--- src/rtl/core/gls_pkg.sv ---
`default_nettype none

package gls_pkg;

  localparam int SAMPLE_W   = 32;
  localparam int FACTOR_W   = 32;
  localparam int CFG_W      = 11;
  localparam int CFG_DATA_W = 32;
  localparam int CFG_IDX_W  = 2;
  localparam int MAX_WIDTH  = 1024;
  localparam int MAX_HEIGHT = 1024;
  localparam int ADDR_W     = $clog2(MAX_WIDTH);
  localparam int COL_W      = 10;
  localparam int ROW_W      = 10;

  localparam int EDGE_W     = SAMPLE_W + 2;
  localparam int SUM_W      = SAMPLE_W + 6;
  localparam int MAG_W      = SUM_W - 1;
  localparam int LO_W       = 32;
  localparam int HI_W       = MAG_W - LO_W;
  localparam int P0_W       = LO_W + FACTOR_W;
  localparam int P1_W       = HI_W + FACTOR_W;
  localparam int PROD_W     = MAG_W + FACTOR_W;
  localparam int FRAC_SHIFT = 18;
  localparam int Q_W        = PROD_W - FRAC_SHIFT;

  localparam int FIFO_DEPTH = 8;
  localparam int FIFO_AW    = $clog2(FIFO_DEPTH);
  localparam int CNT_W      = $clog2(FIFO_DEPTH + 1);

  localparam logic [SAMPLE_W-1:0] SAT_POS = {1'b0, {(SAMPLE_W-1){1'b1}}};
  localparam logic [SAMPLE_W-1:0] SAT_NEG = {1'b1, {(SAMPLE_W-1){1'b0}}};

  localparam logic KMODE_NINE = 1'b1;

  typedef logic signed [SAMPLE_W-1:0] sample_t;

  typedef enum logic [CFG_IDX_W-1:0] {
    REG_GRID_WIDTH  = 2'd0,
    REG_GRID_HEIGHT = 2'd1,
    REG_INV_H_SQ    = 2'd2,
    REG_KERNEL_MODE = 2'd3
  } reg_idx_t;

  typedef struct packed {
    logic [COL_W-1:0] col;
    logic [ROW_W-1:0] row;
  } pos_t;

  typedef struct packed {
    logic [SAMPLE_W-1:0] value;
    pos_t                pos;
    logic                sat;
  } res_t;

  function automatic logic [CFG_W-1:0] clamp_size(input logic [CFG_W-1:0] v,
                                                  input logic [CFG_W-1:0] maxv);
    logic [CFG_W-1:0] r;
    if (v < CFG_W'(3)) begin
      r = CFG_W'(3);
    end else if (v > maxv) begin
      r = maxv;
    end else begin
      r = v;
    end
    return r;
  endfunction

endpackage

`default_nettype wire

--- src/rtl/core/gls_out_fifo.sv ---
`default_nettype none

module gls_out_fifo (
  input  logic          clk,
  input  logic          rst_n,
  input  logic          push,
  input  gls_pkg::res_t push_data,
  input  logic          pop,
  output logic          out_vld,
  output gls_pkg::res_t out_data
);
  import gls_pkg::*;

  res_t               mem_r [FIFO_DEPTH];
  logic [FIFO_AW-1:0] wr_ptr_r, rd_ptr_r;
  logic [CNT_W-1:0]   cnt_r;

  always_ff @(posedge clk) begin
    if (push) begin
      mem_r[wr_ptr_r] <= push_data;
    end
  end

  always_ff @(posedge clk) begin
    if (!rst_n) begin
      wr_ptr_r <= '0;
      rd_ptr_r <= '0;
      cnt_r    <= '0;
    end else begin
      if (push) begin
        wr_ptr_r <= wr_ptr_r + FIFO_AW'(1);
      end
      if (pop) begin
        rd_ptr_r <= rd_ptr_r + FIFO_AW'(1);
      end
      case ({push, pop})
        2'b10:   cnt_r <= cnt_r + CNT_W'(1);
        2'b01:   cnt_r <= cnt_r - CNT_W'(1);
        default: cnt_r <= cnt_r;
      endcase
    end
  end

  assign out_vld  = cnt_r != '0;
  assign out_data = mem_r[rd_ptr_r];

endmodule

`default_nettype wire

--- config.mk ---
export PLATFORM = sky130hd
export DESIGN_NAME = gls_out_fifo
export DESIGN_NICKNAME = d
export VERILOG_FILES = /design/src/rtl/core/gls_pkg.sv /design/src/rtl/core/gls_out_fifo.sv
export SDC_FILE = /design/constraint.sdc
export NUM_CORES = 1
export LEC_CHECK = 0
export BUFFER_PORTS_ARGS = -buffer_cell sky130_fd_sc_hd__clkbuf_2
export CORE_AREA = 2 2 187 189
export CTS_CLUSTER_SIZE = 24
export DETAILED_ROUTE_END_ITERATION = 7
export DIE_AREA = 0 0 189 191
export PLACE_DENSITY = 0.67
export SLEW_MARGIN = 40
export SYNTH_ARGS = -nofsm -noshare
export SYNTH_HDL_FRONTEND = slang
export SYNTH_SLANG_ARGS = --single-unit
--- constraint.sdc ---
create_clock -name clk -period 5.3 [get_ports clk]
set_input_delay 0.53 -clock clk [delete_from_list [all_inputs] [get_ports clk]]
set_output_delay 0.53 -clock clk [all_outputs]
set_load 0.01 [all_outputs]
# Word-level counts from Yosys, hierarchy flattened
# Memories as Yosys holds them, arrays and structs flattened. A register that Yosys moved wholly into a read port is not among the register bits.
# Cells that the tools add are included.
# word_totals
in_bits	57
ramBits	424
register_bits	10
n_memories	1
elab_cells	17
output_inout_bits	54
# memory_table
memory	depth	width	rd	rd_clocked_by_memory_dff	wr	line_no	source
mem_r	8	53	1	1	1	gls_out_fifo.sv:14	res_t mem_r [FIFO_DEPTH];
# classes
n_eq_ne	2
n_reduce_logical	2
add_sub_neg	4
mux	5
# ops
cell	count
4-bit one-hot mux with 2 select lines	1
3-bit by 1-bit adder with 3-bit output, second input constant	2
3-bit 2-to-1 mux	2
4-bit by 1-bit adder with 4-bit output, second input constant	1
4-bit nonzero test	1
4-bit by 1-bit subtractor with 4-bit output, second input constant	1
2-bit by 1-bit == test with 1-bit output, second input constant	1
2-bit == test, second input constant	1
1-bit 2-to-1 mux	2
2-bit nonzero test	1

# Depth between registers and ports, before layout
# logic_depth
ltp_word	3
depth_mapped	8
mapped_depth_nobuf	8

# Worst setup path after synthesis
# Ideal clock, no wire load.
# synth_timing
kind	input -> register
from	input push
to	memory mem_r[0][0] (netlist name) (enable)
setup_slack_ns	0.533
path_buffers	0
setup_time_ns	0.529
stages	2
t_arrival_ns	4.238
t_required_ns	4.771
path_cell_list	nand2b_1 -> nor3_1
# synth_via
elab_chain_len	2
# synth_rtl
element	line_no	source
start: declaration	gls_out_fifo.sv:6	input logic push,
1-bit 2-to-1 mux	gls_out_fifo.sv:19	if (push) begin
1-bit 2-to-1 mux (not written as such)	gls_out_fifo.sv:20	mem_r[wr_ptr_r] <= push_data;
end: declaration	gls_out_fifo.sv:14	
# No other way between the ends.

==> impl_metrics.yaml <==
critical_path:
  slowest_delay_ns: 0.62
  critPathLaunchType: "flip-flop"
  crit_arrival_ns: 2.71
  crit_fanout: 17
  ff2ff_setup_slack_ns: 3.16
  end_kind: "output port"
  worstPathCellList: "buf_12 -> buf_4 -> mux4_1 -> mux2_4 -> clkbuf_2"
  crit_type: "reg -> out"
  crit_family: "multiplexers"
  slowest_stage: "mux4_1"
  required_ns: 4.77
  crit_buf_inv: 3
grt:
  grt_pass1_wl_um: 48050
  grt_use_total_pct: 18.14
  grt_pass1_vias: 8027
  grt_max_degree: 50
  antenna_found_initial: 2
  overflow: 0
synth:
  synth_most_common_cell: "edfxtp_1"
  yosysUniqueCellTypes: 30
  synth_nets: 744
  yosys_warnings: 0
  ys_seq_elements: 437
  syn_area_per_cell_um2: 24.57
  synthCells: 682
  yosys-top-cells-count: "edfxtp_1 (424), mux4_2 (101), mux2_4 (40), clkbuf_1 (14), mux2_2 (14)"
  synth-edff-count: 424
  synth-async-reset-ratio_pct: 0
  ys_seq_area_share_pct: 77.52
  synth_largest_area_cell: "edfxtp_1"
  synth_area_leaders: "edfxtp_1 (76%), mux4_2 (14%), mux2_4 (3.6%)"
  netlist_area_mm2: 0.01676
  yosys_most_used_dff: "edfxtp_1"
  yosysTopAreaCellShare_pct: 75.97
placed_design:
  gp_congestion: 0.6980
  dp_slack_ns: 2.550
  numPortBuffers: 110
  placed_cells: 1237
  hpwl_um: 18360
detailed_routing:
  dr_total_vias: 7322
  final_antenna_net_count: 0
  wirelength_um: 31840
  wl_met1_um: 12670
  vias_per_cell: 5.564
  wl_met3_um: 1551
  route.detailed.drc: 0
  routedWlPerCell_um: 24.19
  highest_layer: "met5"
  drt_iter0_markers: 629
  drt_first_pass_iters: 4
  wl_met2_um: 16910
die:
  start_util_pct: 49.12
  chipHeight_um: 191
  fp.dieW_um: 189
  design.core.area_mm2: 0.03412
  rows: 68
  dieArea_mm2: 0.03610
  io_pins: 111
job:
  maxCapViolations: 0
timing:
  period_needed_ns: 3.241
  fin_crit_sh_pct: 61.16
  setup-tns-final_ns: 0
  finalClockSkew_ns: 0.01811
  relSlewSlack_pct: 50.62
  slew_viol_final: 0
  clock.fmax_mhz: 308.5
  hold_viol: 0
  tightest_slew_ns: 0.7407
  fin_ws_ns: 2.059
  rsz0062_at_grt: "false"
  setup_viol: 0
clock_tree:
  clock-sinks: 437
  cts-root-buf: "clkbuf_16"
  hold_buffers: 0
  clk_pin_slew_ns: 0.06
  h-tree-depth: 2
  ctsResizeCount: 0
  cts_setup_buffers: 0
  clockBufferDepth: 3
  numCtsBuffers: 43
  tritoncts: "yes"
  clk_latency_ns: 0.54
final_layout:
  final_nets: 889
  drive_gt1_share_pct: 41.40
  syn_to_final_growth_pct: 15.74
  fin_cells: 1316
  num-fill-cells: 2469
  fin_util_pct: 56.86
  ff_latch_area_mm2: 0.01300
  multi_input_area_mm2: 0.003588
power:
  leakage_nw: 6.330
  ir_worst_vdd_uv: 226.7
  totalPowerFinal_mw: 7.593
  power_density_mw_per_mm2: 391.4
hold_path:
  hold_path.class: "in -> reg"
outcome:
  status: "complete, no violations"
## final cells by class
cell class / count / area share (%)
clock buffer: 55 / 5.889
clock inverter: 23 / 1.406
antenna: 1 / 0.01290
tap: 455 / 2.935
multi-input combinational: 212 / 18.50
inverter: 1 / 0.01935
sequential: 437 / 67.03
timing repair buffer: 132 / 4.205
## power breakdown
group / internal (mW) / switching (mW)
Combinational: 0.330 / 0.312
Clock: 1.82 / 1.20
Sequential: 3.89 / 0.0444
## metal layers
metal / vias to the layer above / track usage [%]
met3: 51 / 3.286
met5: - / 0
met2: 174 / 32.52
met1: 3912 / 22.67
met4: 2 / 5.228
li1: 3183 / -
## placed cells by master (no fill, tap or decap), types with 2 or more instances in the layout
cell / count
buf_4: 13
dfxtp_1: 10
and2_1: 6
dfxtp_4: 3
nand2b_1: 4
mux4_2: 101
nor2b_1: 3
mux2_4: 40
bufinv_16: 6
ha_1: 5
edfxtp_1: 424
buf_12: 4
mux4_1: 5
clkinv_2: 5
mux2i_1: 4
nand2_1: 6
clkbuf_16: 44
xor2_1: 4
clkinv_1: 9
clkbuf_2: 110
nor2_4: 6
inv_6: 2
buf_8: 4
clkbuf_1: 11
xnor2_1: 3
mux2_2: 14
## cells by family after synthesis
| kind of cell | Yosys count | share of synthesized area, % |
|---|---|---|
| flops | 437 | 77.52 |
| mux | 164 | 19.12 |
| buf+inv | 33 | 1.433 |
| simple gates | 31 | 0.9780 |
| xor+xnor | 7 | 0.3658 |
| compound gates | 5 | 0.2090 |
| fa+ha+maj | 5 | 0.3733 |
## registers in the layout, summed over array words and instances, names as in the netlist, named ones only
name and cells:
wr_ptr_r 3, mem_r 424, cnt_r 4, rd_ptr_r 3
## final timing paths
check,from,endpoint,cells past startpoint
setup / recovery,flip-flop,out_data[12],5
hold / removal,push_data[13],mem_r[7][13],1
setup reg to reg,wr_ptr_r[0],mem_r[3][42],3
hold reg to reg,cnt_r[3],cnt_r[3],2
## metrics by stage
| step | instance area, um2 | hold slack (ns) |
|---|---|---|
| 3_3_place_gp | 17850 | 0.4480 |
| 6_report | 19400 | 0.2607 |
| 5_1_grt | 19400 | 0.2537 |
| 4_1_cts | 19400 | 0.2410 |
| 2_1_floorplan | 16760 | 0.4371 |
| 3_5_place_dp | 17980 | 0.4678 |
Note: power is estimated with default switching activity, not from simulation.
