## src/rtl/core/gls_pkg.sv

```systemverilog
`default_nettype none

package gls_pkg;

  localparam int SAMPLE_W   = 32;
  localparam int FACTOR_W   = 32;
  localparam int CFG_W      = 11;
  localparam int CFG_DATA_W = 32;
  localparam int CFG_IDX_W  = 2;
  localparam int MAX_WIDTH  = 1024;
  localparam int MAX_HEIGHT = 1024;
  localparam int ADDR_W     = $clog2(MAX_WIDTH);
  localparam int COL_W      = 10;
  localparam int ROW_W      = 10;

  localparam int EDGE_W     = SAMPLE_W + 2;
  localparam int SUM_W      = SAMPLE_W + 6;
  localparam int MAG_W      = SUM_W - 1;
  localparam int LO_W       = 32;
  localparam int HI_W       = MAG_W - LO_W;
  localparam int P0_W       = LO_W + FACTOR_W;
  localparam int P1_W       = HI_W + FACTOR_W;
  localparam int PROD_W     = MAG_W + FACTOR_W;
  localparam int FRAC_SHIFT = 18;
  localparam int Q_W        = PROD_W - FRAC_SHIFT;

  localparam int FIFO_DEPTH = 8;
  localparam int FIFO_AW    = $clog2(FIFO_DEPTH);
  localparam int CNT_W      = $clog2(FIFO_DEPTH + 1);

  localparam logic [SAMPLE_W-1:0] SAT_POS = {1'b0, {(SAMPLE_W-1){1'b1}}};
  localparam logic [SAMPLE_W-1:0] SAT_NEG = {1'b1, {(SAMPLE_W-1){1'b0}}};

  localparam logic KMODE_NINE = 1'b1;

  typedef logic signed [SAMPLE_W-1:0] sample_t;

  typedef enum logic [CFG_IDX_W-1:0] {
    REG_GRID_WIDTH  = 2'd0,
    REG_GRID_HEIGHT = 2'd1,
    REG_INV_H_SQ    = 2'd2,
    REG_KERNEL_MODE = 2'd3
  } reg_idx_t;

  typedef struct packed {
    logic [COL_W-1:0] col;
    logic [ROW_W-1:0] row;
  } pos_t;

  typedef struct packed {
    logic [SAMPLE_W-1:0] value;
    pos_t                pos;
    logic                sat;
  } res_t;

  function automatic logic [CFG_W-1:0] clamp_size(input logic [CFG_W-1:0] v,
                                                  input logic [CFG_W-1:0] maxv);
    logic [CFG_W-1:0] r;
    if (v < CFG_W'(3)) begin
      r = CFG_W'(3);
    end else if (v > maxv) begin
      r = maxv;
    end else begin
      r = v;
    end
    return r;
  endfunction

endpackage

`default_nettype wire

```

## src/rtl/core/gls_scale.sv

```systemverilog
`default_nettype none

module gls_scale (
  input  logic                             clk,
  input  logic                             rst_n,
  input  logic                             sum_vld,
  input  gls_pkg::pos_t                    sum_pos,
  input  logic signed [gls_pkg::SUM_W-1:0] sum,
  input  logic [gls_pkg::FACTOR_W-1:0]     factor,
  output logic                             res_vld,
  output gls_pkg::res_t                    res
);
  import gls_pkg::*;

  logic [SUM_W-1:0] sum_u, abs_v;
  logic             neg_x;

  logic             s4_vld_r, s5_vld_r, s6_vld_r;
  logic             s4_neg_r, s5_neg_r, s6_neg_r;
  pos_t             s4_pos_r, s5_pos_r, s6_pos_r;
  logic [MAG_W-1:0] mag_r;
  logic [P0_W-1:0]  p0_r;
  logic [P1_W-1:0]  p1_r;
  logic [PROD_W-1:0] prod_r;

  logic [Q_W-1:0]      q;
  logic [Q_W-1:0]      limit;
  logic                sat;
  logic [SAMPLE_W-1:0] value;

  assign sum_u = sum;
  assign neg_x = sum_u[SUM_W-1];
  assign abs_v = neg_x ? (~sum_u + SUM_W'(1)) : sum_u;

  always_ff @(posedge clk) begin
    if (!rst_n) begin
      s4_vld_r <= 1'b0;
      s5_vld_r <= 1'b0;
      s6_vld_r <= 1'b0;
    end else begin
      s4_vld_r <= sum_vld;
      s5_vld_r <= s4_vld_r;
      s6_vld_r <= s5_vld_r;
    end
  end

  always_ff @(posedge clk) begin
    if (sum_vld) begin
      s4_neg_r <= neg_x;
      s4_pos_r <= sum_pos;
      mag_r    <= abs_v[MAG_W-1:0];
    end
    if (s4_vld_r) begin
      s5_neg_r <= s4_neg_r;
      s5_pos_r <= s4_pos_r;
      p0_r     <= P0_W'(mag_r[LO_W-1:0]) * P0_W'(factor);
      p1_r     <= P1_W'(mag_r[MAG_W-1:LO_W]) * P1_W'(factor);
    end
    if (s5_vld_r) begin
      s6_neg_r <= s5_neg_r;
      s6_pos_r <= s5_pos_r;
      prod_r   <= PROD_W'(p0_r) + {p1_r, {LO_W{1'b0}}};
    end
  end

  assign q     = prod_r[PROD_W-1:FRAC_SHIFT];
  assign limit = s6_neg_r ? Q_W'(SAT_NEG) : Q_W'(SAT_POS);
  assign sat   = q > limit;

  always_comb begin
    if (sat) begin
      value = s6_neg_r ? SAT_NEG : SAT_POS;
    end else if (s6_neg_r) begin
      value = ~q[SAMPLE_W-1:0] + SAMPLE_W'(1);
    end else begin
      value = q[SAMPLE_W-1:0];
    end
  end

  assign res_vld   = s6_vld_r;
  assign res.value = value;
  assign res.pos   = s6_pos_r;
  assign res.sat   = sat;

endmodule

`default_nettype wire

```

## config.mk

```make
export PLATFORM = sky130hd
export DESIGN_NAME = gls_scale
export DESIGN_NICKNAME = d
export VERILOG_FILES = /design/src/rtl/core/gls_pkg.sv /design/src/rtl/core/gls_scale.sv
export SDC_FILE = /design/constraint.sdc
export NUM_CORES = 2
export LEC_CHECK = 0
export BUFFER_PORTS_ARGS = -buffer_cell sky130_fd_sc_hd__buf_2
export CORE_MARGIN = 8
export CORE_UTILIZATION = 55
export CTS_BUF_LIST = sky130_fd_sc_hd__clkbuf_8
export DETAILED_ROUTE_END_ITERATION = 6
export GPL_TIMING_DRIVEN = 0
export PLACE_DENSITY_LB_ADDON = 0.08
export SLEW_MARGIN = 0
export SYNTH_ARGS = -nofsm -noshare
export SYNTH_HDL_FRONTEND = slang
export SYNTH_SLANG_ARGS = --single-unit
export TNS_END_PERCENT = 50
```

## constraint.sdc

```tcl
create_clock -name clk -period 17.95 [get_ports clk]
set_input_delay 2.6925 -clock clk [delete_from_list [all_inputs] [get_ports clk]]
set_output_delay 2.6925 -clock clk [all_outputs]
set_load 0.005 [all_outputs]
```

Word level (Yosys, flattened, before mapping)
Cells that the tools add are included. W data, S select, Z words.

Add/subtract/negate cells: 3. Multipliers: 2. Magnitude comparators: 1. Multiplexer cells: 5. Bitwise operators: 2.

Operator list (count): $mux W32 (4); $add A64 B69 Y69 (1); $mul A32 B32 Y64 (1); $gt A51 B32 Y1 (1); $add A37 B1 Y37 const B (1); $mul A5 B32 Y37 (1); $mux W37 (1); $not A37 Y37 (1); $add A32 B1 Y32 const B (1); $not A32 Y32 (1).

Register bits after elaboration: 273. Input port bits: 93. Output and inout bits: 54. Word-level logic and storage cells: 29.

Logic depth before layout (Yosys ltp)
Depth in word-level cells: 4. Depth in mapped cells: 31. Gate-level depth less buffers: 29.

Least setup slack after synthesis
OpenSTA, ideal clock, no wires.

Path kind: input to register. Start point: in factor[8] in the netlist's numbering. End point: reg p0_r[63] (data pin). Library setup time: 0.260 ns. Data arrival time: 9.801 ns. Required time: 17.690 ns. Setup slack: 7.889 ns. Cell stages on the path: 25. Buffers on the path: 3. Cell sequence: clkbuf_1 -> clkbuf_1 -> nand2_1 -> fa_1 -> fa_1 -> fa_1 -> fa_1 -> inv_1 -> fa_1 -> fa_1 -> fa_1 -> fa_1 -> ha_1 -> clkbuf_1 -> nand2_1 -> nor3_1 -> nand2_1 -> o32ai_1 -> nand2_1 -> a2111oi_0 -> o2111ai_1 -> a21oi_1 -> a211o_1 -> a21oi_1 -> xnor2_1.

Word-level cells in the longest chain between the ends: 1.

Ends and longest elaborated chain: start: declaration (line gls_scale.sv:9) `input logic [gls_pkg::FACTOR_W-1:0] factor,`; $mul A32 B32 Y64 (line gls_scale.sv:56) `p0_r <= P0_W'(mag_r[LO_W-1:0]) * P0_W'(factor);`; end signal: assignment (line gls_scale.sv:56); end: declaration (line gls_scale.sv:22) `logic [P0_W-1:0] p0_r;`.

No other way between the ends. A chain may end at the register's enable or synchronous reset.

Worst setup path after layout
Start point: in factor[13] in the netlist's numbering. End point: reg p0_r[61] (data pin).

Same word-level chain as after synthesis.

==> flow_summary.yaml <==
timing:
  clock.fmax_mhz: 80.0
  rsz0062_at_grt: "no"
  tns_ns: 0
  relSlewSlack: 0.0329
  setup_violations: 0
  finClkSkew_ns: 0.0532
  hold_viol: 0
  worst_pin_slew_ns: 1.45
  maxSlewViolCount: 0
  post-route-period-util: 0.696
  fin_crit_ns: 12.50
route:
  firstDrtPassIters: 7
  vias: 36200
  wire_per_inst_microns: 25.8
  drtIter0Drc: 3517
  viasPerCell: 5.72
  ant_nets: 0
  route.detailed.drc: 1
  drt_wl_total_mm: 164
run_status:
  violations: "DRC"
  status: "finished, violations left"
critical_path:
  required_ns: 18.34
  path_class: "input pin to register"
  rrSetupSlack_ns: 7.94
  crit_top_cell: "fa_1"
  path_depth: 27
  path_delay_family: "adder cells"
  r2r_end: "p0_r[61]"
  cp-startpoint: "factor[13]"
  slowest_stage: "clkbuf_1"
  rr_worst_depth: 26
  path_max_fanout: 10
  cp-start-kind: "input pin"
  crit_path_end_kind: "register"
  crit_path_end: "p0_r[61]"
  crit_buf_inv: 6
  cpPeakStageDelay_ns: 1.07
  rr_startpoint: "mag_r[27]"
  cp.arrival_ns: 12.88
clocking:
  cts_hold_buf: 0
  clkTransAtPathRegs_ns: 0.05
  cts_buffers: 42
  cts_root_buffer: "clkbuf_8"
  clk_path_buf_depth: 3
  cts_tree: "yes"
  h-tree-depth: 2
  post_cts_buffers: 0
  cts_resized: 0
  clock-sinks: 237
  insertion_delay_ns: 0.64
placement:
  gp_congestion: 1.03
  port_buffers: 117
  placed_cells: 6242
  dp_hpwl_mm: 135
layout:
  num-nets-final: 6581
  layout.cells.most_common_list: "fa_1 (986), inv_1 (979), and2_1 (664), nand2_1 (600), ha_1 (371)"
  syn_to_final_growth_pct: 6.08
  layout.cells.non_filler: 6329
  post_route_cells_drive_above_1_share: 0.0378
  final_common_cell: "fa_1"
  fill_cells: 7797
floorplanning:
  initial_core_util: 0.555
  placeableCoreArea_sq_um: 86900
  fp.dieArea_sq_um: 97500
  fp.dieH_microns: 312
  die_x_microns: 312
  rows: 108
  pin_count: 147
yosys:
  synth_area_sq_um: 48300
  avgSynthCellArea_sq_um: 9.71
  ys_ff_latch: 237
  synth_ff_type: "edfxtp_1"
  synth_edf_count: 234
  ys_async_sr_fraction: 0
  synth.distinct_cells: 70
  yosysSeqAreaShare: 0.147
  synth_warnings: 0
  synth_nets: 6418
  synthCells: 4968
worst_hold_path:
  min-delay-path-class: "register to register"
grt:
  grt_usage: 0.335
  grt_antenna_before_repair: 22
  grt_max_degree: 74
  grt_pass1_vias: 37200
  grt_overflow_total: 0
  grt_pass1_wl_mm: 241
run:
  cap_violations: 0
cells by family after synthesis:
kind of cell / after synthesis / share of synthesized area
AOI/OAI and AO/OA: 470 / 0.0625
muxes: 1 / 0.000207
xor gates and xnor gates: 146 / 0.0265
adders and majority gates: 1357 / 0.505
DFF: 237 / 0.147
and+or+nand+nor: 1528 / 0.163
buffers and inverters: 1229 / 0.0957
layer usage:
layer | GRT usage | wire length, microns | vias up
li1 | - | - | 15500
met1 | 0.435 | 63100 | 18100
met2 | 0.508 | 70100 | 2078
met3 | 0.115 | 20900 | 455
met4 | 0.148 | 9390 | 10
met5 | 0 | 148 | -
metrics by stage:
stage | utilization | cell area (sq um) | hold WS, ns | setup slack, ns
finish | 0.589 | 51200 | 0.410 | 5.45
global route | 0.589 | 51200 | 0.397 | 5.33
CTS | 0.589 | 51200 | 0.381 | 5.76
detailed placement | 0.579 | 50300 | 0.405 | 5.11
global placement | 0.579 | 50300 | 0.400 | 4.42
floorplan | - | 48300 | 0.400 | 7.89
state kept, by name (all words and copies together) (netlist names):
| register | count |
|---|---|
| s4_neg_r | 1 |
| s6_neg_r | 1 |
| p0_r | 46 |
| s5_neg_r | 1 |
| s4_pos_r | 20 |
| res | 20 |
| p1_r | 37 |
| s4_vld_r | 1 |
| res_vld | 1 |
| prod_r | 51 |
| s5_vld_r | 1 |
| mag_r | 37 |
| s5_pos_r | 20 |
final cells by class:
cell class,instances,area [sq um],share of cell area
timing repair buffer,119,626,0.0122
antenna,13,32.5,0.000636
clock inverter,32,243,0.00474
sequential,237,7090,0.139
multi-input combinational,3502,36600,0.714
clock buffer,42,578,0.0113
buffer,263,991,0.0194
tap,1155,1450,0.0282
inverter,966,3630,0.0708
worst min path at each step:
stage                             from      endpoint  slack (ns)  depth (start not counted)
after floorplan               p0_r[18]    prod_r[18]        0.40                          0
after global placement        s5_neg_r      s6_neg_r        0.40                          0
after detailed placement  s5_pos_r[10]       res[11]        0.40                          0
after CTS                  s4_pos_r[9]   s5_pos_r[9]        0.38                          0
after global routing       s4_pos_r[9]   s5_pos_r[9]        0.40                          0
final                     s4_pos_r[11]  s5_pos_r[11]        0.41                          0
cell usage after synthesis (3+ instances only):
master | number | area share
nor3_1 | 39 | 0.0040
o2111ai_1 | 3 | 0.00054
and3_1 | 13 | 0.0017
o22a_1 | 14 | 0.0025
o21ai_0 | 85 | 0.0088
o22ai_1 | 4 | 0.00052
inv_1 | 966 | 0.075
nor4_1 | 10 | 0.0013
a41o_1 | 4 | 0.00083
xnor2_1 | 114 | 0.021
dfxtp_1 | 3 | 0.0012
o21a_1 | 16 | 0.0025
o31ai_1 | 12 | 0.0019
o41ai_1 | 6 | 0.0011
nand4_1 | 20 | 0.0026
or2_2 | 6 | 0.00078
and2_1 | 664 | 0.086
a211o_1 | 7 | 0.0013
xor2_1 | 32 | 0.0058
o21bai_1 | 17 | 0.0026
a31oi_1 | 9 | 0.0012
or4_1 | 9 | 0.0014
o311a_1 | 3 | 0.00062
ha_1 | 371 | 0.096
fa_1 | 986 | 0.41
edfxtp_1 | 234 | 0.15
a211oi_1 | 15 | 0.0023
nor2b_1 | 18 | 0.0023
nand2_1 | 600 | 0.047
a21o_1 | 76 | 0.012
o211ai_1 | 10 | 0.0016
nand3_1 | 28 | 0.0029
a21oi_1 | 155 | 0.016
clkbuf_1 | 260 | 0.020
and4_1 | 4 | 0.00073
a21boi_0 | 5 | 0.00078
nand2b_1 | 18 | 0.0023
or3_1 | 14 | 0.0018
nor2_1 | 73 | 0.0057
Power is not shown: default switching activity piles up to over one toggle a cycle in this logic, so the estimate is an artifact.
