File: src/rtl/core/gls_pkg.sv
`default_nettype none

package gls_pkg;

  localparam int SAMPLE_W   = 32;
  localparam int FACTOR_W   = 32;
  localparam int CFG_W      = 11;
  localparam int CFG_DATA_W = 32;
  localparam int CFG_IDX_W  = 2;
  localparam int MAX_WIDTH  = 1024;
  localparam int MAX_HEIGHT = 1024;
  localparam int ADDR_W     = $clog2(MAX_WIDTH);
  localparam int COL_W      = 10;
  localparam int ROW_W      = 10;

  localparam int EDGE_W     = SAMPLE_W + 2;
  localparam int SUM_W      = SAMPLE_W + 6;
  localparam int MAG_W      = SUM_W - 1;
  localparam int LO_W       = 32;
  localparam int HI_W       = MAG_W - LO_W;
  localparam int P0_W       = LO_W + FACTOR_W;
  localparam int P1_W       = HI_W + FACTOR_W;
  localparam int PROD_W     = MAG_W + FACTOR_W;
  localparam int FRAC_SHIFT = 18;
  localparam int Q_W        = PROD_W - FRAC_SHIFT;

  localparam int FIFO_DEPTH = 8;
  localparam int FIFO_AW    = $clog2(FIFO_DEPTH);
  localparam int CNT_W      = $clog2(FIFO_DEPTH + 1);

  localparam logic [SAMPLE_W-1:0] SAT_POS = {1'b0, {(SAMPLE_W-1){1'b1}}};
  localparam logic [SAMPLE_W-1:0] SAT_NEG = {1'b1, {(SAMPLE_W-1){1'b0}}};

  localparam logic KMODE_NINE = 1'b1;

  typedef logic signed [SAMPLE_W-1:0] sample_t;

  typedef enum logic [CFG_IDX_W-1:0] {
    REG_GRID_WIDTH  = 2'd0,
    REG_GRID_HEIGHT = 2'd1,
    REG_INV_H_SQ    = 2'd2,
    REG_KERNEL_MODE = 2'd3
  } reg_idx_t;

  typedef struct packed {
    logic [COL_W-1:0] col;
    logic [ROW_W-1:0] row;
  } pos_t;

  typedef struct packed {
    logic [SAMPLE_W-1:0] value;
    pos_t                pos;
    logic                sat;
  } res_t;

  function automatic logic [CFG_W-1:0] clamp_size(input logic [CFG_W-1:0] v,
                                                  input logic [CFG_W-1:0] maxv);
    logic [CFG_W-1:0] r;
    if (v < CFG_W'(3)) begin
      r = CFG_W'(3);
    end else if (v > maxv) begin
      r = maxv;
    end else begin
      r = v;
    end
    return r;
  endfunction

endpackage

`default_nettype wire

File: src/rtl/core/gls_window.sv
`default_nettype none

module gls_window (
  input  logic                          clk,
  input  logic                          rst_n,
  input  logic                          s1_vld,
  input  logic                          s1_emit,
  input  gls_pkg::pos_t                 s1_pos,
  input  gls_pkg::sample_t              s1_sample,
  input  gls_pkg::sample_t              top,
  input  gls_pkg::sample_t              mid,
  input  logic                          kernel_mode,
  output logic                          sum_vld,
  output gls_pkg::pos_t                 sum_pos,
  output logic signed [gls_pkg::SUM_W-1:0] sum
);
  import gls_pkg::*;

  sample_t w0_r, w1_r, w2_r, w3_r, w4_r, w5_r;

  logic signed [EDGE_W-1:0] edges_nxt, diags_nxt;
  logic signed [EDGE_W-1:0] edges_r, diags_r;
  sample_t                  centre_r;
  logic                     s2_vld_r;
  pos_t                     s2_pos_r;

  logic signed [SUM_W-1:0] e_x, d_x, c_x, nine_sum, five_sum, sum_nxt;
  logic signed [SUM_W-1:0] sum_r;
  logic                    s3_vld_r;
  pos_t                    s3_pos_r;

  assign edges_nxt = EDGE_W'(w0_r) + EDGE_W'(w2_r) + EDGE_W'(w4_r) + EDGE_W'(mid);
  assign diags_nxt = EDGE_W'(w3_r) + EDGE_W'(w5_r) + EDGE_W'(top) + EDGE_W'(s1_sample);

  // shift the window one column
  always_ff @(posedge clk) begin
    if (s1_vld) begin
      w3_r     <= w0_r;
      w4_r     <= w1_r;
      w5_r     <= w2_r;
      w0_r     <= top;
      w1_r     <= mid;
      w2_r     <= s1_sample;
      edges_r  <= edges_nxt;
      diags_r  <= diags_nxt;
      centre_r <= w1_r;
      s2_pos_r <= s1_pos;
    end
  end

  always_ff @(posedge clk) begin
    if (!rst_n) begin
      s2_vld_r <= 1'b0;
      s3_vld_r <= 1'b0;
    end else begin
      s2_vld_r <= s1_vld && s1_emit;
      s3_vld_r <= s2_vld_r;
    end
  end

  assign e_x      = SUM_W'(edges_r);
  assign d_x      = SUM_W'(diags_r);
  assign c_x      = SUM_W'(centre_r);
  assign nine_sum = (e_x <<< 1) + d_x - ((c_x <<< 3) + (c_x <<< 2));
  assign five_sum = (e_x <<< 2) - (c_x <<< 4);
  assign sum_nxt  = (kernel_mode == KMODE_NINE) ? nine_sum : five_sum;

  always_ff @(posedge clk) begin
    if (s2_vld_r) begin
      sum_r    <= sum_nxt;
      s3_pos_r <= s2_pos_r;
    end
  end

  assign sum_vld = s3_vld_r;
  assign sum_pos = s3_pos_r;
  assign sum     = sum_r;

endmodule

`default_nettype wire

File: config.mk
export PLATFORM = sky130hd
export DESIGN_NAME = gls_window
export DESIGN_NICKNAME = d
export VERILOG_FILES = /design/src/rtl/core/gls_pkg.sv /design/src/rtl/core/gls_window.sv
export SDC_FILE = /design/constraint.sdc
export NUM_CORES = 1
export LEC_CHECK = 0
export BUFFER_PORTS_ARGS = -buffer_cell sky130_fd_sc_hd__buf_2
export CAP_MARGIN = 10
export CORE_AREA = 10 10 256 283
export CTS_CLUSTER_DIAMETER = 50
export DETAILED_ROUTE_END_ITERATION = 10
export DIE_AREA = 0 0 266 293
export PLACE_DENSITY = 0.46
export SLEW_MARGIN = 15
export SYNTH_ARGS = -nofsm -noshare
export SYNTH_HDL_FRONTEND = slang
export SYNTH_SLANG_ARGS = --single-unit
File: constraint.sdc
create_clock -name clk -period 5.1 [get_ports clk]
set_input_delay 1.02 -clock clk [delete_from_list [all_inputs] [get_ports clk]]
set_output_delay 1.02 -clock clk [all_outputs]
set_load 0.01 [all_outputs]
Word-level counts from Yosys, hierarchy flattened
Index checks and enable logic that the tools add are counted.
Cells by class
  reduce and logical (&&, ||, !) cells: 1
  multiplexer cells: 1
  add/subtract/negate cells: 10
Operator list (number)
  36-bit by 36-bit subtractor with 37-bit output: 2
  35-bit by 34-bit adder with 36-bit output: 2
  33-bit by 32-bit adder with 34-bit output: 2
  34-bit by 32-bit adder with 34-bit output: 2
  32-bit by 32-bit adder with 33-bit output: 2
  38-bit 2-to-1 mux: 1
  1-bit logical AND: 1
Word-level totals
  output and inout bits: 59
  flip-flop bits (word level): 340
  input port bits: 121

Logic depth before layout (Yosys ltp)
Gate-level depths: netlist (run 1).
  word-level depth: 3
  depth in mapped cells: 15

Worst setup path after synthesis (run 1)
OpenSTA, ideal clock, no wires.
  path type: input to register
  start point: input mid[2]
  end point: register edges_r[32], data pin
  library setup time: 258 ps
  arrival time: 4408 ps
  path slack: 434 ps
  cell stages on the path: 14
  buffers on the path: 0
  cell sequence: inv_1 > fa_1 > fa_1 > inv_1 > ha_1 > a21o_1 > and4_1 > or4_4 > a32oi_2 > o21ai_2 > a311o_1 > a21o_1 > a211oi_2 > xnor2_1
On the way
  longest elaborated chain between the ends: 1
RTL lines
  start, declared: RTL line gls_window.sv:11  | input gls_pkg::sample_t mid,
  34-bit by 32-bit adder with 34-bit output: RTL line gls_window.sv:32  | assign edges_nxt = EDGE_W'(w0_r) + EDGE_W'(w2_r) + EDGE_W'(w4_r) + EDGE_W'(mid);
  named net edges_nxt[32]: RTL line gls_window.sv:21  | logic signed [EDGE_W-1:0] edges_nxt, diags_nxt;
  end signal, assigned: RTL line gls_window.sv:44  | edges_r <= edges_nxt;
  end, declared: RTL line gls_window.sv:22  | logic signed [EDGE_W-1:0] edges_r, diags_r;
The timed path passes the listed nets, and every way through them passes these cells.
A chain may end at the register's enable or synchronous reset.

Worst setup path after layout (run 1)
Ends and elaborated chain as after synthesis.

==> flow_summary.toml, run 1 <==
[worst_setup_path]
endpoint_kind = "flip-flop"
crit_slowest_cell = "fa_1"
cp.required_ns = 5.42
crit_arrival_ns = 4.99
cp_slowest_stage_delay_ns = 0.59
critPathKind = "input port to flip-flop"
worstPathMaxFanout = 4
crit_path_start_kind = "input port"
crit_chain = "buf_2 > inv_1 > fa_1 > fa_1 > inv_1 > ha_1 > a21o_1 > and4_1 > or4_4 > a32oi_2 > o21ai_2 > a311o_1 > a21o_1 > a211oi_2 > xnor2_1"

[cts]
clkSinkCount = 339
cts_resized = 0
htreeDepth = 2
post-cts-setup-buffer-count = 0
ctsHoldBuffers = 0
cts_tree = "done"
worstSkewPairLatency_ns = 0.59
cts_inserted_buffers = 48
clkTransAtPathRegs_ns = 0.06
cts_max_path_buffers = 3
cts-root-buf = "clkbuf_16"

[synth]
synth-edff-count = 337
ys_top_cells_by_area = "edfxtp_1, fa_1, ha_1"
synth_cell_type_count = 69
yosysTopAreaCellShare = 0.451
synth_area_leader_cell = "edfxtp_1"
syn-mean-instance-area_um2 = 11.8
ys_dominant_reg_cell = "edfxtp_1"
postSynth.asyncResetShare = 0
ys_seq_elements = 339
seq_area_frac_synth = 0.453
syn_inst = 1893
synth_fp_nets = 2346
syn_area_mm2 = 0.0224
yosysWarnings = 0

[layout]
regArea_mm2 = 0.0102
nFillCells = 6581
nets = 2603
layout-drive-gt1-share = 0.151
antenna_cells = 0
utilization = 0.394
multi_input_area_mm2 = 0.0108
area_growth_pct = 17.4

[floorplan]
core_area_mm2 = 0.0668
rows = 100
start_util = 0.336
die_area_mm2 = 0.0779
die_x_um = 266
die-height_um = 293
io_pins = 180

[placement]
dp_hpwl_um = 43800
port_buffers = 179
place_ws_ns = -0.159
place_congestion = 0.840

[outcome]
status = "complete, no violations"

[timing]
tightest_slew_ns = 0.972
timing.slew.headroom = 0.352
drv_slew = 0
setup_viol_count_final = 0
max_freq_ghz = 0.214
rsz0062_at_grt = "no"
fin_crit_ns = 4.67
fin_crit_sh = 0.916
hold_ws_ns = 0.417
worst_slack_ns = 0.427
fin_skew_ns = 0.0213
setup_tns_ns = 0
hold_viol_final = 0

[grt]
grt_max_degree = 100
grt_pass1_vias = 15700
antenna_found_initial = 2
grt_pass1_wl_um = 87200
gr-total-overflow = 0
grt.total_usage = 0.142

[pwr]
pwr_density_cell_mw_per_mm2 = 719
seq_power_share = 0.225
clkPwrFrac = 0.176
power_switching_w = 0.00811
p_leak_nw = 11.6
swShare = 0.428
vdd_drop_max_uv = 345
intPower_w = 0.0108
pwr-share-comb = 0.599

[routing]
wirelength_um = 54700
drt_iter0_drc = 678
drtAntennaViolNets = 0
vias_per_cell = 4.73
vias = 14400
drc = 0
drtPass1Iterations = 5
wire_per_inst_um = 17.9

[job]
maxCapViolCount = 0

[min_path]
hold_class = "flip-flop to flip-flop"
per-stage QoR:
stage	total power (W)	instance area, um^2	cells
3_5_place_dp	0.0157	24700	2967
4_1_cts	0.0192	26300	3055
6_report	0.0189	26300	3055
3_3_place_gp	0.0157	24700	2967
2_1_floorplan	0.0125	22400	1893
5_1_grt	0.0208	26300	3055
worst max-delay path, delay by kind of cell:
family / cells / cell delay [ns]
adder cells (fa/ha/maj): 3 / 1.39
AO/OA/AOI/OAI: 6 / 1.61
XOR/XNOR: 1 / 0.08
AND/OR/NAND/NOR: 2 / 0.68
buffers and inverters: 3 / 0.20
power by group through the flow:
stage	registers (W)	logic, W	clock network, W
global placement	0.00433	0.0113	0
global route	0.00433	0.0129	0.00355
CTS	0.00428	0.0115	0.00344
floorplan	0.00426	0.00827	0
detailed placement	0.00433	0.0114	0
finish	0.00427	0.0113	0.00333
cell type report:
class	count	area share
inverters	369	0.0526
well taps	867	0.0412
clock inverters	35	0.0132
multi-input cells	1163	0.410
repair buffers	229	0.0496
flip-flops and latches	339	0.386
clock buffers	53	0.0475
registers in the layout, summed over array words and instances (netlist names):
| register | count |
|---|---|
| sum | 37 |
| diags_r | 34 |
| edges_r | 34 |
| centre_r | 32 |
| w0_r | 32 |
| w1_r | 32 |
| w2_r | 32 |
| w3_r | 32 |
| w5_r | 32 |
| s2_pos_r | 20 |
| sum_pos | 20 |
| s2_vld_r | 1 |
| sum_vld | 1 |
worst paths after layout:
| check | slack, ns | start | end | cells after the start |
|---|---|---|---|---|
| setup / recovery | 0.43 | mid[2] | edges_r[32] | 15 |
| hold / removal | 0.42 | s2_pos_r[19] | sum_pos[19] | 0 |
| setup reg to reg | 0.59 | w0_r[2] | edges_r[32] | 14 |
| hold reg to reg | 0.42 | s2_pos_r[19] | sum_pos[19] | 0 |
layout by cell type (no fill, tap or decap), drive strengths merged, types with 5 or more instances in the layout:
master	instances
a31oi	15
o21a	8
clkinvlp	8
o211ai	9
a311o	6
nor3	21
clkinv	14
o2111ai	5
xor2	41
nand4	12
edfxtp	337
nand2b	17
nand3	22
a211oi	19
o21bai	12
clkbuf	53
and3	21
mux2i	9
a21oi	119
a21o	67
buf	229
o21ai	83
inv	378
nor2	67
a221oi	5
nor2b	25
and4	6
o31ai	5
or3	7
and2	11
fa	196
ha	136
nand3b	5
nand2	93
xnor2	68
per-layer routing:
layer / part of all wire / global-route usage / vias to the layer above
met5: 0.00038 / 0 / -
met4: 0.022 / 0.0376 / 4
met3: 0.033 / 0.0230 / 81
met2: 0.51 / 0.253 / 216
met1: 0.43 / 0.174 / 7121
li1: - / - / 7024
kinds of logic (layout without fill, tap and decap cells):
logic type	Yosys count	count (layout)	synth area share
buffers and inverters	391	686	0.0656
AO/OA/AOI/OAI	387	387	0.110
flip-flops	339	339	0.453
adder cells (fa/ha/maj)	332	332	0.251
AND/OR/NAND/NOR	323	323	0.0717
XOR/XNOR	109	109	0.0426
multiplexers	12	12	0.00553
Yosys cell counts, drive strengths merged (4+ instances only):
library cell and count:
a221oi 5, a211oi 19, buf 4, o31ai 5, o2111ai 5, inv 369
xor2 41, nor4 4, nand3b 5, xnor2 68, a31oi 15, edfxtp 337
and2 11, o211ai 9, fa 196, nor2b 25, a21o 67, a21oi 119
or2 4, nand2b 17, nor3 21, o21a 8, nand3 22, nand2 93
o21bai 12, mux2i 9, clkbuf 18, nor2 67, and3 21, or3 7
a31o 4, a21boi 4, o21ai 83, nand4 12, a311o 6, ha 136
and4 6
Power figures use the tool's default switching activity.
==> run 2, diff against run 1 <==
- ABC_AREA: not set -> 1
- CORE_AREA: 10 10 256 283 -> 10 10 265 292
- DIE_AREA: 0 0 266 293 -> 0 0 275 302
==> flow_summary.toml, run 2 <==
[worst_setup_path]
crit_chain = "buf_2 > inv_1 > fa_1 > fa_1 > inv_1 > ha_1 > nand2_1 > o21ai_0 > a21oi_1 > nand2_1 > nand3_1 > nand3_1 > nand2_1"
cp.required_ns = 5.43
worstPathMaxFanout = 4
crit_slowest_cell = "o21ai_0"
cp_common_cell = "nand2_1"
r2r-start = "centre_r[19]"
r2r-end = "sum[32]"
cp_slowest_stage_delay_ns = 0.66
critPathKind = "input port to flip-flop"
reg2reg_depth = 13
crit_path_start_kind = "input port"
crit_arrival_ns = 4.10
endpoint_kind = "flip-flop"
r2r_slack_ns = 1.45

[cts]
post-cts-setup-buffer-count = 0
cts_max_path_buffers = 3
cts_tree = "done"
cts_inserted_buffers = 50
cts_resized = 0
cts-root-buf = "clkbuf_16"
worstSkewPairLatency_ns = 0.61
clkSinkCount = 339
htreeDepth = 2
clkTransAtPathRegs_ns = 0.06
ctsHoldBuffers = 0

[placement]
place_inst = 3618
dp_hpwl_um = 60300
port_buffers = 179
place_congestion = 0.908

[grt]
grt_pass1_wl_um = 110000
antenna_found_initial = 0
grt_pass1_vias = 18900
grt_max_degree = 109
gr-total-overflow = 0
grt.total_usage = 0.173

[layout]
antenna_cells = 0
final_common_cell = "inv_1"
final_cells = 3711
largest_reg_flops = 37
nets = 3178
final_cell_mix = "inv_1, nand2_1, edfxtp_1, fa_1, nor2_1"
layout-drive-gt1-share = 0.120
area_growth_pct = 15.9

[synth]
postSynth.asyncResetShare = 0
yosysTopAreaCellShare = 0.422
synth_area_leader_cell = "edfxtp_1"
ys_seq_elements = 339
post-synth-top-count-cell = "inv_1"
synth_fp_nets = 2950
syn_area_mm2 = 0.0240
syn_inst = 2497
ys_top_cells_by_count = "inv_1, nand2_1, edfxtp_1"
seq_area_frac_synth = 0.424
ys_dominant_reg_cell = "edfxtp_1"
syn-mean-instance-area_um2 = 9.60
synth-edff-count = 337
yosysWarnings = 0
ys_top_cells_by_area = "edfxtp_1, fa_1, inv_1"
synth_cell_type_count = 46

[timing]
setup_tns_ns = 0
rsz0062_at_grt = "no"
tightest_slew_ns = 0.940
timing.slew.headroom = 0.373
max_freq_ghz = 0.265
fin_crit_ns = 3.77
setup_viol_count_final = 0
fin_skew_ns = 0.0283
drv_slew = 0
hold_viol_final = 0
fin_crit_sh = 0.739

[routing]
drc = 0
wirelength_um = 71400
vias = 17300
vias_per_cell = 4.66
drtPass1Iterations = 7
drtAntennaViolNets = 0
wire_per_inst_um = 19.2
drt_iter0_drc = 792

[floorplan]
core_area_mm2 = 0.0714
io_pins = 180
die_x_um = 275
die-height_um = 302
rows = 103
start_util = 0.336
die_area_mm2 = 0.0831

[min_path]
hp-start = "w1_r[22]"
hold_class = "flip-flop to flip-flop"
hold-path-cell-count = 0
holdPathEnd = "centre_r[22]"

[job]
maxCapViolCount = 0

[outcome]
status = "complete, no violations"

[pwr]
pwr_density_cell_mw_per_mm2 = 731
p_leak_nw = 12.7
vdd_drop_max_uv = 277
run 2: power breakdown:
part | leakage [nW] | internal, W | switching (W) | total, W
Combinational | 8.56 | 0.00422 | 0.00841 | 0.0126
Clock | 0.820 | 0.00205 | 0.00143 | 0.00348
Sequential | 3.28 | 0.00391 | 0.000292 | 0.00420
run 2: worst max-delay path by stage:
stage / start / end
after global routing: centre_r[19] / sum[32]
after CTS: centre_r[19] / sum[32]
after global placement: mid[15] / edges_r[24]
final: mid[15] / edges_r[24]
after floorplan: top[1] / diags_r[29]
after detailed placement: mid[15] / edges_r[24]
run 2: area by class of cell:
class                   instances  area [um^2]
flip-flops and latches        339        10200
inverters                     531         1990
multi-input cells            1618        11800
fillers                      7336        43600
clock inverters                41          433
clock buffers                  52         1260
well taps                     945         1180
repair buffers                185          988
run 2: critical path: cells and delay by family:
family	cells	cell delay, ns
buffers and inverters	3	0.18
AO/OA/AOI/OAI	2	0.74
AND/OR/NAND/NOR	5	0.74
adder cells (fa/ha/maj)	3	1.41
run 2: cell families after synthesis:
| group | count (synthesis) | synth area share |
|---|---|---|
| compound gates | 357 | 0.0835 |
| xor+xnor | 55 | 0.0201 |
| fa+ha+maj | 332 | 0.235 |
| flops | 339 | 0.424 |
| mux | 1 | 0.000470 |
| simple gates | 873 | 0.152 |
| buf+inv | 540 | 0.0856 |
run 2: layer usage:
layer	part of all wire	vias to the layer above	wire length (um)	track usage
met5	0	-	0	0
met4	0.029	0	2090	0.0542
met3	0.041	104	2900	0.0225
met2	0.49	322	34900	0.301
met1	0.44	8328	31500	0.219
li1	-	8552	-	-
run 2: per-stage QoR:
step | area, um^2 | utilization | worst slack [ns] | power, W | hold WS [ns]
global placement | 26100 | 0.365 | 0.783 | 0.0169 | 0.401
detailed placement | 26100 | 0.365 | 0.812 | 0.0169 | 0.405
CTS | 27800 | 0.389 | 1.43 | 0.0206 | 0.416
floorplan | 24000 | - | 1.43 | 0.0128 | 0.400
global route | 27800 | 0.389 | 1.25 | 0.0223 | 0.419
finish | 27800 | 0.389 | 1.33 | 0.0203 | 0.415
